[config.mk]
export PLATFORM = sky130hd
export DESIGN_NAME = lru_memo_cache
export DESIGN_NICKNAME = d
export VERILOG_FILES = /design/src/rtl/lmc_pkg.sv /design/src/rtl/lmc_front.sv /design/src/rtl/lmc_back.sv /design/src/rtl/lru_memo_cache.sv
export SDC_FILE = /design/constraint.sdc
export NUM_CORES = 2
export LEC_CHECK = 0
export ABC_AREA = 1
export BUFFER_PORTS_ARGS = -buffer_cell sky130_fd_sc_hd__clkbuf_2
export CAP_MARGIN = 10
export CORE_MARGIN = 4
export CORE_UTILIZATION = 56
export DETAILED_ROUTE_END_ITERATION = 6
export GPL_TIMING_DRIVEN = 0
export MAX_ROUTING_LAYER = met4
export PLACE_DENSITY = 0.71
export SLEW_MARGIN = 40
export SYNTH_ARGS = -nofsm -noshare
export SYNTH_HDL_FRONTEND = slang
export SYNTH_SLANG_ARGS = --single-unit
[constraint.sdc]
create_clock -name clk -period 18 [get_ports clk]
set_input_delay 3.6 -clock clk [delete_from_list [all_inputs] [get_ports clk]]
set_output_delay 3.6 -clock clk [all_outputs]
set_load 0.1 [all_outputs]
[src/rtl/lmc_pkg.sv]
`timescale 1ns / 1ps

package lmc_pkg;

  localparam int KEY_W = 32;
  localparam int VAL_W = 32;
  localparam int EVC_W = 32;

  // value of the kind field that requests a clear
  localparam logic KIND_CLEAR = 1'b1;

  typedef enum logic {
    OP_LOOKUP = 1'b0,
    OP_CLEAR  = 1'b1
  } lmc_op_t;

  typedef struct packed {
    lmc_op_t                  op;
    logic signed [KEY_W-1:0]  key;
    logic signed [VAL_W-1:0]  fill;
  } lmc_item_t;

  typedef enum logic [1:0] {
    BK_IDLE,
    BK_LOOK,
    BK_UPDATE
  } lmc_bk_state_t;

  typedef struct packed {
    logic updating;
    logic full;
  } lmc_status_t;

endpackage

[src/rtl/lmc_front.sv]
`timescale 1ns / 1ps

module lmc_front (
  input  logic                         clk,
  input  logic                         rst_n,
  input  logic                         in_valid,
  output logic                         in_ready,
  input  logic                         in_kind,
  input  logic signed [31:0]           in_lookup_key,
  input  logic signed [31:0]           in_fill_value,
  output logic                         q_valid,
  output lmc_pkg::lmc_item_t           q_item,
  input  logic                         q_pop
);
  import lmc_pkg::*;

  localparam int QDEPTH = 2;
  localparam int PTR_W  = $clog2(QDEPTH);
  localparam int CNT_W  = $clog2(QDEPTH + 1);

  lmc_item_t        fifo_r [QDEPTH];
  logic [PTR_W-1:0] wr_ptr_r, wr_ptr_nxt;
  logic [PTR_W-1:0] rd_ptr_r, rd_ptr_nxt;
  logic [CNT_W-1:0] count_r, count_nxt;
  lmc_item_t        item_in;
  logic             push;
  logic             pop;

  // classify the incoming transaction
  always_comb begin
    item_in.op   = (in_kind == KIND_CLEAR) ? OP_CLEAR : OP_LOOKUP;
    item_in.key  = in_lookup_key;
    item_in.fill = in_fill_value;
  end

  assign in_ready = (count_r != CNT_W'(QDEPTH));
  assign q_valid  = (count_r != '0);
  assign q_item   = fifo_r[rd_ptr_r];
  assign push     = in_valid && in_ready;
  assign pop      = q_pop && q_valid;

  always_comb begin
    wr_ptr_nxt = push ? PTR_W'(wr_ptr_r + 1'b1) : wr_ptr_r;
    rd_ptr_nxt = pop  ? PTR_W'(rd_ptr_r + 1'b1) : rd_ptr_r;
    count_nxt  = count_r;
    if (push && !pop) begin
      count_nxt = CNT_W'(count_r + 1'b1);
    end else if (pop && !push) begin
      count_nxt = CNT_W'(count_r - 1'b1);
    end
  end

  always_ff @(posedge clk) begin
    if (!rst_n) begin
      wr_ptr_r <= '0;
      rd_ptr_r <= '0;
      count_r  <= '0;
    end else begin
      wr_ptr_r <= wr_ptr_nxt;
      rd_ptr_r <= rd_ptr_nxt;
      count_r  <= count_nxt;
    end
  end

  always_ff @(posedge clk) begin
    if (push) begin
      fifo_r[wr_ptr_r] <= item_in;
    end
  end

endmodule

[src/rtl/lmc_back.sv]
`timescale 1ns / 1ps

module lmc_back #(
  parameter int ENTRIES = 16
) (
  input  logic                         clk,
  input  logic                         rst_n,
  input  logic                         q_valid,
  input  lmc_pkg::lmc_item_t           q_item,
  output logic                         q_pop,
  output logic                         out_valid,
  input  logic                         out_ready,
  output logic                         out_hit,
  output logic signed [31:0]           out_result_value,
  output logic                         out_evicted,
  output logic [31:0]                  out_eviction_total,
  output lmc_pkg::lmc_status_t         status
);
  import lmc_pkg::*;

  localparam int IDX_W = (ENTRIES > 1) ? $clog2(ENTRIES) : 1;
  localparam int CNT_W = $clog2(ENTRIES + 1);
  localparam logic [IDX_W-1:0] RANK_MAX = IDX_W'(ENTRIES - 1);

  lmc_bk_state_t state_r, state_nxt;

  // working item
  lmc_op_t                 op_r;
  logic signed [KEY_W-1:0] key_w_r;
  logic signed [VAL_W-1:0] fill_w_r;

  // lookup results
  logic             hit_r, hit_nxt;
  logic             evict_r, evict_nxt;
  logic [IDX_W-1:0] slot_r, slot_nxt;
  logic [IDX_W-1:0] old_rank_r, old_rank_nxt;
  logic [VAL_W-1:0] rdata_r;

  // stores
  logic signed [KEY_W-1:0] key_r [ENTRIES];
  logic [VAL_W-1:0]        value_mem [ENTRIES];
  logic [IDX_W-1:0]        rank_r [ENTRIES];
  logic [IDX_W-1:0]        rank_nxt [ENTRIES];
  logic [CNT_W-1:0]        fill_r, fill_nxt;
  logic [EVC_W-1:0]        evc_r, evc_nxt;

  // output register
  logic                    out_valid_r, out_valid_nxt;
  logic                    out_hit_r;
  logic signed [VAL_W-1:0] out_value_r;
  logic                    out_evicted_r;
  logic [EVC_W-1:0]        out_total_r;

  logic             out_free;
  logic             do_load;
  logic             do_look;
  logic             do_update;
  logic             full;
  logic [ENTRIES-1:0] valid_vec;
  logic [ENTRIES-1:0] match_vec;
  logic             any_hit;
  logic [IDX_W-1:0] hit_idx;
  logic [IDX_W-1:0] hit_rank;
  logic [IDX_W-1:0] victim_idx;
  logic             write_miss;

  assign out_free = !out_valid_r || out_ready;
  assign full     = (fill_r == CNT_W'(ENTRIES));

  // next state
  always_comb begin
    state_nxt = state_r;
    case (state_r)
      BK_IDLE:   if (q_valid) state_nxt = BK_LOOK;
      BK_LOOK:   state_nxt = BK_UPDATE;
      BK_UPDATE: if (out_free) state_nxt = q_valid ? BK_LOOK : BK_IDLE;
      default:   state_nxt = BK_IDLE;
    endcase
  end

  // state outputs
  always_comb begin
    do_load   = 1'b0;
    do_look   = 1'b0;
    do_update = 1'b0;
    case (state_r)
      BK_IDLE:   do_load = q_valid;
      BK_LOOK:   do_look = 1'b1;
      BK_UPDATE: begin
        do_update = out_free;
        do_load   = out_free && q_valid;
      end
      default: ;
    endcase
  end

  assign q_pop = do_load;

  always_ff @(posedge clk) begin
    if (!rst_n) begin
      state_r <= BK_IDLE;
    end else begin
      state_r <= state_nxt;
    end
  end

  always_ff @(posedge clk) begin
    if (do_load) begin
      op_r     <= q_item.op;
      key_w_r  <= q_item.key;
      fill_w_r <= q_item.fill;
    end
  end

  // parallel tag compare and one-hot encode
  always_comb begin
    hit_idx    = '0;
    hit_rank   = '0;
    victim_idx = '0;
    for (int i = 0; i < ENTRIES; i++) begin
      valid_vec[i] = (CNT_W'(i) < fill_r);
      match_vec[i] = valid_vec[i] && (key_r[i] == key_w_r);
      if (match_vec[i]) begin
        hit_idx  = hit_idx | IDX_W'(i);
        hit_rank = hit_rank | rank_r[i];
      end
      if (full && rank_r[i] == RANK_MAX) begin
        victim_idx = victim_idx | IDX_W'(i);
      end
    end
    any_hit = |match_vec;
  end

  always_comb begin
    hit_nxt   = any_hit;
    evict_nxt = !any_hit && full;
    if (any_hit) begin
      slot_nxt     = hit_idx;
      old_rank_nxt = hit_rank;
    end else if (full) begin
      slot_nxt     = victim_idx;
      old_rank_nxt = RANK_MAX;
    end else begin
      slot_nxt     = fill_r[IDX_W-1:0];
      old_rank_nxt = fill_r[IDX_W-1:0];
    end
  end

  always_ff @(posedge clk) begin
    if (do_look) begin
      hit_r      <= hit_nxt;
      evict_r    <= evict_nxt;
      slot_r     <= slot_nxt;
      old_rank_r <= old_rank_nxt;
    end
  end

  assign write_miss = do_update && (op_r == OP_LOOKUP) && !hit_r;

  // value store: one write port, one registered read port
  always_ff @(posedge clk) begin
    if (write_miss) begin
      value_mem[slot_r] <= fill_w_r;
    end
    if (do_look) begin
      rdata_r <= value_mem[hit_idx];
    end
  end

  always_ff @(posedge clk) begin
    if (write_miss) begin
      key_r[slot_r] <= key_w_r;
    end
  end

  // recency rank update, fill count and eviction count
  always_comb begin
    fill_nxt = fill_r;
    evc_nxt  = evc_r;
    for (int i = 0; i < ENTRIES; i++) begin
      rank_nxt[i] = rank_r[i];
    end
    if (do_update) begin
      if (op_r == OP_CLEAR) begin
        fill_nxt = '0;
        evc_nxt  = '0;
        for (int i = 0; i < ENTRIES; i++) begin
          rank_nxt[i] = '0;
        end
      end else begin
        for (int i = 0; i < ENTRIES; i++) begin
          if (IDX_W'(i) == slot_r) begin
            rank_nxt[i] = '0;
          end else if (valid_vec[i] && rank_r[i] < old_rank_r) begin
            rank_nxt[i] = IDX_W'(rank_r[i] + 1'b1);
          end
        end
        if (!hit_r && !evict_r) begin
          fill_nxt = CNT_W'(fill_r + 1'b1);
        end
        if (evict_r) begin
          evc_nxt = EVC_W'(evc_r + 1'b1);
        end
      end
    end
  end

  always_ff @(posedge clk) begin
    if (!rst_n) begin
      fill_r <= '0;
      evc_r  <= '0;
      for (int i = 0; i < ENTRIES; i++) begin
        rank_r[i] <= '0;
      end
    end else begin
      fill_r <= fill_nxt;
      evc_r  <= evc_nxt;
      for (int i = 0; i < ENTRIES; i++) begin
        rank_r[i] <= rank_nxt[i];
      end
    end
  end

  // result register
  always_comb begin
    out_valid_nxt = out_valid_r;
    if (do_update) begin
      out_valid_nxt = 1'b1;
    end else if (out_ready) begin
      out_valid_nxt = 1'b0;
    end
  end

  always_ff @(posedge clk) begin
    if (!rst_n) begin
      out_valid_r <= 1'b0;
    end else begin
      out_valid_r <= out_valid_nxt;
    end
  end

  always_ff @(posedge clk) begin
    if (do_update) begin
      if (op_r == OP_CLEAR) begin
        out_hit_r     <= 1'b0;
        out_value_r   <= '0;
        out_evicted_r <= 1'b0;
        out_total_r   <= '0;
      end else begin
        out_hit_r     <= hit_r;
        out_value_r   <= hit_r ? rdata_r : fill_w_r;
        out_evicted_r <= evict_r;
        out_total_r   <= evc_nxt;
      end
    end
  end

  assign out_valid          = out_valid_r;
  assign out_hit            = out_hit_r;
  assign out_result_value   = out_value_r;
  assign out_evicted        = out_evicted_r;
  assign out_eviction_total = out_total_r;

  assign status.updating = do_update;
  assign status.full     = full;

endmodule

[src/rtl/lru_memo_cache.sv]
`timescale 1ns / 1ps

// channel   direction  handshake             payload
// in        input      in_valid / in_ready   in_kind, in_lookup_key, in_fill_value
// out       output     out_valid / out_ready out_hit, out_result_value, out_evicted,
//                                            out_eviction_total
//
// in the back end every transaction passes the parallel key compare over all entries,
// then the recency rank update and store write
// a 2-deep queue in front accepts new transactions while the back end works
// synchronous active-low reset empties the cache, ranks and eviction count
// the back end holds in its update step while a finished result is not taken

module lru_memo_cache #(
  parameter int ENTRIES = 16
) (
  input  logic               clk,
  input  logic               rst_n,
  input  logic               in_valid,
  output logic               in_ready,
  input  logic               in_kind,
  input  logic signed [31:0] in_lookup_key,
  input  logic signed [31:0] in_fill_value,
  output logic               out_valid,
  input  logic               out_ready,
  output logic               out_hit,
  output logic signed [31:0] out_result_value,
  output logic               out_evicted,
  output logic [31:0]        out_eviction_total
);
  import lmc_pkg::*;

  // queue between front and back
  logic        q_valid;
  lmc_item_t   q_item;
  logic        q_pop;
  lmc_status_t status;

  // front: accept and classify, buffer in a short queue
  lmc_front u_front (
    .clk           (clk),
    .rst_n         (rst_n),
    .in_valid      (in_valid),
    .in_ready      (in_ready),
    .in_kind       (in_kind),
    .in_lookup_key (in_lookup_key),
    .in_fill_value (in_fill_value),
    .q_valid       (q_valid),
    .q_item        (q_item),
    .q_pop         (q_pop)
  );

  // back: tag compare, lru replacement, result register
  lmc_back #(
    .ENTRIES (ENTRIES)
  ) u_back (
    .clk                (clk),
    .rst_n              (rst_n),
    .q_valid            (q_valid),
    .q_item             (q_item),
    .q_pop              (q_pop),
    .out_valid          (out_valid),
    .out_ready          (out_ready),
    .out_hit            (out_hit),
    .out_result_value   (out_result_value),
    .out_evicted        (out_evicted),
    .out_eviction_total (out_eviction_total),
    .status             (status)
  );

  // an eviction only happens once every entry is filled
  a_evict_when_full : assert property (@(posedge clk) disable iff (!rst_n)
    out_valid && out_evicted |-> status.full)
    else $error("eviction reported while cache not full");

  // a hit never evicts
  a_hit_no_evict : assert property (@(posedge clk) disable iff (!rst_n)
    out_valid && out_hit |-> !out_evicted)
    else $error("hit and eviction reported together");

  // every update step presents a result on the next cycle
  a_update_result : assert property (@(posedge clk) disable iff (!rst_n)
    status.updating |=> out_valid)
    else $error("update step produced no result");

endmodule

## After elaboration in Yosys (flattened, before gate mapping)

Memory sizes are Yosys's and may differ from the RTL's. A register that Yosys moved wholly into a read port is not among the register bits.
Cells that the tools add are included.

| storage, ports and cells | value |
|---|---|
| logic and storage cells | 353 |
| bits in writable memories | 1218 |
| memories kept | 4 |
| bits in registers | 120 |
| output and inout bits | 68 |
| bits of input ports | 69 |

| cells by class | value |
|---|---|
| multiplexer cells | 124 |
| equality and inequality tests | 52 |
| bitwise logic cells | 32 |
| order comparisons | 32 |
| reductions and logical operators | 72 |
| add/subtract/negate cells | 22 |

Memories:

| name | depth | width | rd ports | clocked after Yosys merged registers in | wr ports | RTL line | RTL |
|---|---|---|---|---|---|---|---|
| u_back.key_r | 16 | 32 | 16 | 0 | 1 | lmc_back.sv:40 | `logic signed [KEY_W-1:0] key_r [ENTRIES];` |
| u_back.value_mem | 16 | 32 | 1 | 1 | 1 | lmc_back.sv:41 | `logic [VAL_W-1:0] value_mem [ENTRIES];` |
| u_front.fifo_r | 2 | 65 | 1 | 1 | 1 | lmc_front.sv:21 | `lmc_item_t fifo_r [QDEPTH];` |
| u_back.rank_r | 16 | 4 | 16 | 0 | 16 | lmc_back.sv:42 | `logic [IDX_W-1:0] rank_r [ENTRIES];` |

Operators by type and width:

| kind | count |
|---|---|
| $eq 32x32->1 | 16 |
| $mux 4 | 84 |
| $mux 32 | 4 |
| $mux 64 | 2 |
| $add 4x1->4 const B | 16 |
| $lt 4x4->1 | 16 |
| $eq 4x4->1 const B | 15 |
| $or 4x4->4 | 15 |
| $logic_and 1x1->1 | 56 |
| $lt 4x5->1 const A | 8 |
| $add 32x1->32 const B | 1 |
| $eq 4x4->1 const A | 8 |
| $mux 3 | 8 |
| $lt 3x5->1 const A | 4 |
| $eq 3x4->1 const A | 4 |
| $mux 2 | 8 |
| $or 1x1->1 | 16 |
| $reduce_or 16->1 | 1 |
| $mux 1 | 14 |
| $lt 1x5->1 const A | 2 |
| $lt 2x5->1 const A | 2 |
| $mux 5 | 2 |
| $eq 2x4->1 const A | 2 |
| $reduce_bool 2->1 | 4 |
| other kinds (18) | 26 |

## Logic depth before layout (Yosys ltp)

An unclocked memory read counts as a cell.

| depth | value |
|---|---|
| depth after elaboration | 35 |
| depth in mapped cells | 21 |

## Hierarchy

From an unflattened synthesis, not the netlist that was laid out.

| second synthesis, totals | value |
|---|---|
| cells, all modules | 6759 |
| area, all modules | 68021.5 um2 |

By module, submodules not included:

| module | area an instance (um2) | times used | sequential area each (um2) | cells an instance |
|---|---|---|---|---|
| lmc_back | 62885.3 | 1 | 38026.5 | 6520 |
| lmc_front | 5136.2 | 1 | 4003.8 | 239 |

## Worst setup path after synthesis

OpenSTA, ideal clock, no wires.

| path | value |
|---|---|
| path type | input to register |
| start | input out_ready |
| end | memory u_back.key_r[10][0], enable pin |
| path slack | 8649 ps |
| path buffers | 2 |
| arrival | 8786 ps |
| library setup time | 565 ps |
| required time | 17435 ps |
| stages on the path | 8 |
| cells stage by stage | nor2_1 inv_1 nand2_2 buf_1 nor2_1 nand2_1 clkbuf_1 nor3_1 |

| between the ends | value |
|---|---|
| longest elaborated chain between the ends | 6 |

Ends and longest elaborated chain:

| what | RTL line | RTL |
|---|---|---|
| from (decl) | lru_memo_cache.sv:25 | `input logic out_ready,` |
| $logic_or 1x1->1 | lmc_back.sv:67 | `assign out_free = !out_valid_r \|\| out_ready;` |
| $mux 1 | lmc_back.sv:86 | `case (state_r)` |
| $logic_and 1x1->1 (2 in a row) | lmc_back.sv:158 | `assign write_miss = do_update && (op_r == OP_LOOKUP) && !hit_r;` |
| $mux 1 | lmc_back.sv:171 | `if (write_miss) begin` |
| $mux 1 (implied by the code) | lmc_back.sv:172 | `key_r[slot_r] <= key_w_r;` |
| to (decl) | lmc_back.sv:40 |  |

No other way between the ends.

## Final worst setup path

| path | value |
|---|---|
| start | input out_ready |
| end | memory u_back.key_r[8][14], enable pin |

The elaborated chain is that of the path after synthesis.

==> results.md <==
- Final Wtd Congestion: 1.007
- Worst hold margin: 0.4792 ns
- Routed via count: 53205
- P_leak: 31.30 nW
- Final period utilization: 37.66%
- Sink Count: 1435
- Worst vdd ir: 137.5 uV
- Hold Path Class: reg2reg
- Post-CTS sizing: 0
- Worst Setup Path Type: in2reg
- Die H: 355.1 um
- Antenna Nets Post-Route: 0
- Post-layout minimum cycle time: 6.778 ns
- Netlist cell types: 59
- Max Clk Rate: 147.5 MHz
- Total of max-cap violations: 0
- H-tree Lvls: 4
- Post-route cell area: 77620 um2
- Critical path's slowest cell: nor3_2
- R2R Setup Slk: 12.76 ns
- WP data arrival: 7.27 ns
- Pwr per Cell Area: 144.8 nW/um2
- Initial Util: 56.30%
- Die area: 126100 um2
- Nets: 7443
- Final Skew: 0.03871 ns
- Syn_nets: 6890
- Port bufs: 136
- Starting DRT DRC Count: 8539
- Largest net degree at the start of global routing: 42
- CTS buffer count: 153
- Ys flop type: edfxtp_1
- Routed WL: 245200 um
- Status: finished clean
- Longest Clk Path Bufs: 3
- Global route overflow: 0
- Cells after DPL: 8758
- Die X: 355.1 um
- Seq/Total Area, Yosys: 62.28%
- Setup tns final: 0 ns
- Setup bufs post-CTS: 0
- Largest stage delay, worst path: 0.60 ns
- Post-synth EDFFs: 1327
- # rows: 127
- I/O pin total: 137
- CTS tree: yes
- Final Power: 11.24 mW
- Drt pass-1 iters: 6
- Setup crit start kind: input pin
- Syn Inst Count: 6753
- Root buf cell: clkbuf_16
- Commonest non-fill, non-tap cell in the layout: nand2_1
- Synthesized flop and latch total: 1435
- Fraction of registers with async set/reset: 0%
- Final Hold Viols: 0
- Vias per Instance: 5.880
- CP endpoint kind: register
- First-pass GRT wire length: 343300 um
- Core Box Area: 119800 um2
- Final setup fails: 0
- DRC: 0
- FF-to-FF Start: u_back.key_w_r[13]
- Commonest non-fill, non-tap cells in the layout: nand2_1, edfxtp_1, nor2_1
- Post-route insts no fill: 9048
- Rel. slew slack: 37.42%
- Hold_buf cts: 0
- Avg WL per Cell: 27.10 um
- GRT Total Usage: 39.62%
- Reg clk slew, reported paths: 0.06 ns
- CP startpoint: out_ready
- Buf/Inv on CP: 10
- DP HPWL: 178700 um
- Min-delay src: u_back.key_w_r[11]
- RSZ-0062 raised after global routing: no
- Worst-Margin Slew: 0.9387 ns
- Area grow syn2layout: 15.07%
- Vias in the first global route: 48975
- Post-synthesis instance area: 67460 um2
- Post-Place Cell Area: 72660 um2
- Mean Syn Cell Area: 9.989 um2
- Layout cells sized above 1: 12.54%
- Skew-Pair Late Insertion Delay: 0.81 ns
- Critical path cell sequence: clkbuf_2, nor2_1, inv_1, nand2_2, buf_1, nor2_1, nand2_1, clkbuf_1, nor3_2, buf_4, buf_2, buf_4, buf_2, buf_4, buf_2
- Cell family with most CP delay: buffers and inverters
- Pins over their slew limit: 0
- Worst endpoint required time: 18.49 ns
- Max FO, Critical Path: 10
- Initial antenna violation count: 26
- Number of synthesis warnings: 0
## kinds of logic (layout without fill, tap and decap cells)
kind of cell | after synthesis | in the layout | synth area share [%]
other cells | 0 | 11 | 0
compound gates | 307 | 307 | 2.617
simple gates | 3631 | 3631 | 22.94
flops | 1435 | 1435 | 62.28
fa+ha+maj | 68 | 68 | 1.261
xor+xnor | 337 | 337 | 4.431
buf+inv | 975 | 1647 | 6.470
## through the flow
| stage | util (%) | worst slack, ns |
|---|---|---|
| 2_1_floorplan | - | 8.649 |
| 3_3_place_gp | 58.55 | 3.348 |
| 3_5_place_dp | 60.64 | 10.52 |
| 4_1_cts | 64.72 | 11.36 |
| 5_1_grt | 64.78 | 11.08 |
| 6_report | 64.79 | 11.22 |
## worst reg2reg max path: stages, from the launching register on
cell      delay (ns)
edfxtp_1        0.71
buf_6           0.27
buf_6           0.22
buf_4           0.31
buf_2           0.56
nand2_1         0.22
nand4_1         0.16
nor2_1          0.05
nand2_1         0.06
nor2_1          0.04
nand3_1         0.28
nand2_1         0.11
nor2_1          0.52
nand2_4         0.25
inv_2           0.28
buf_2           0.29
nand3_1         0.36
nand3_1         0.17
nand2_1         0.11
## path summary, 6_finish.rpt
kind,end,depth (start not counted)
worst max-delay path,u_back.key_r[8][14],15
worst min-delay path,u_back.key_r[8][11],0
worst max register to register,u_back.rdata_r[20],18
worst min register to register,u_back.key_r[8][11],0
## area by class of cell
| cell class | count | area (um2) |
|---|---|---|
| clock inverter | 79 | 812.0 |
| antenna | 11 | 27.53 |
| clock buffer | 195 | 4069 |
| multi-input combinational | 4343 | 21210 |
| tap | 1612 | 2017 |
| inverter | 746 | 2809 |
| sequential | 1435 | 42010 |
| buffer | 229 | 1568 |
| fill | 9684 | 42190 |
| timing repair buffer | 398 | 3103 |
## layer usage
metal | part of all wire, % | track usage, %
met5 | 0 | -
met4 | 4.5 | 15.53
met2 | 41 | 54.50
met1 | 39 | 55.50
met3 | 15 | 11.78
## cell usage after synthesis (3+ instances only)
cell type	instances	share of area (%)
a21boi_0	13	0.14
nor3_1	70	0.52
o211ai_1	19	0.21
xnor2_2	4	0.096
nand2_2	9	0.083
nor4b_1	5	0.065
a31oi_1	6	0.056
and3_1	4	0.037
a211oi_1	21	0.23
o21ai_1	11	0.082
nor2_1	871	4.8
o21ai_0	99	0.73
a22o_1	3	0.039
or2_2	21	0.19
inv_2	48	0.27
nor3_2	4	0.059
nand2_1	1796	10
nor2_2	9	0.083
nor4_1	33	0.31
xor2_1	112	1.5
ha_1	68	1.3
a21oi_1	97	0.72
and2_1	15	0.14
nand3b_1	67	0.75
buf_4	74	0.82
xnor2_1	220	2.9
buf_1	6	0.033
nor3b_1	11	0.12
dfxtp_1	108	3.2
nand3_2	6	0.089
o22ai_1	21	0.19
nor2_4	3	0.050
nand3_1	544	4.0
nand4_1	131	1.2
o21a_1	7	0.078
inv_1	696	3.9
or2_1	6	0.056
edfxtp_1	1327	59
nor2b_1	15	0.14
buf_2	64	0.47
clkbuf_1	39	0.22
nand2_4	3	0.050
buf_6	46	0.77
## sequential cells by signal, summed over array words and instances (netlist names), 5 cells and up
name,cells
u_back.fill_r,5
u_back.value_mem,512
u_front.fifo_r,130
u_back.fill_w_r,32
u_back.rank_r,64
u_back.key_w_r,32
u_back.rdata_r,32
u_back.out_result_value,32
u_back.key_r,512
u_back.out_eviction_total,32
u_back.evc_r,32
## power breakdown
group	internal, mW	switching [mW]	total [mW]
logic	0.866	2.69	3.56
clock network	1.74	1.35	3.09
registers	4.22	0.370	4.59
Power figures use the tool's default switching activity.
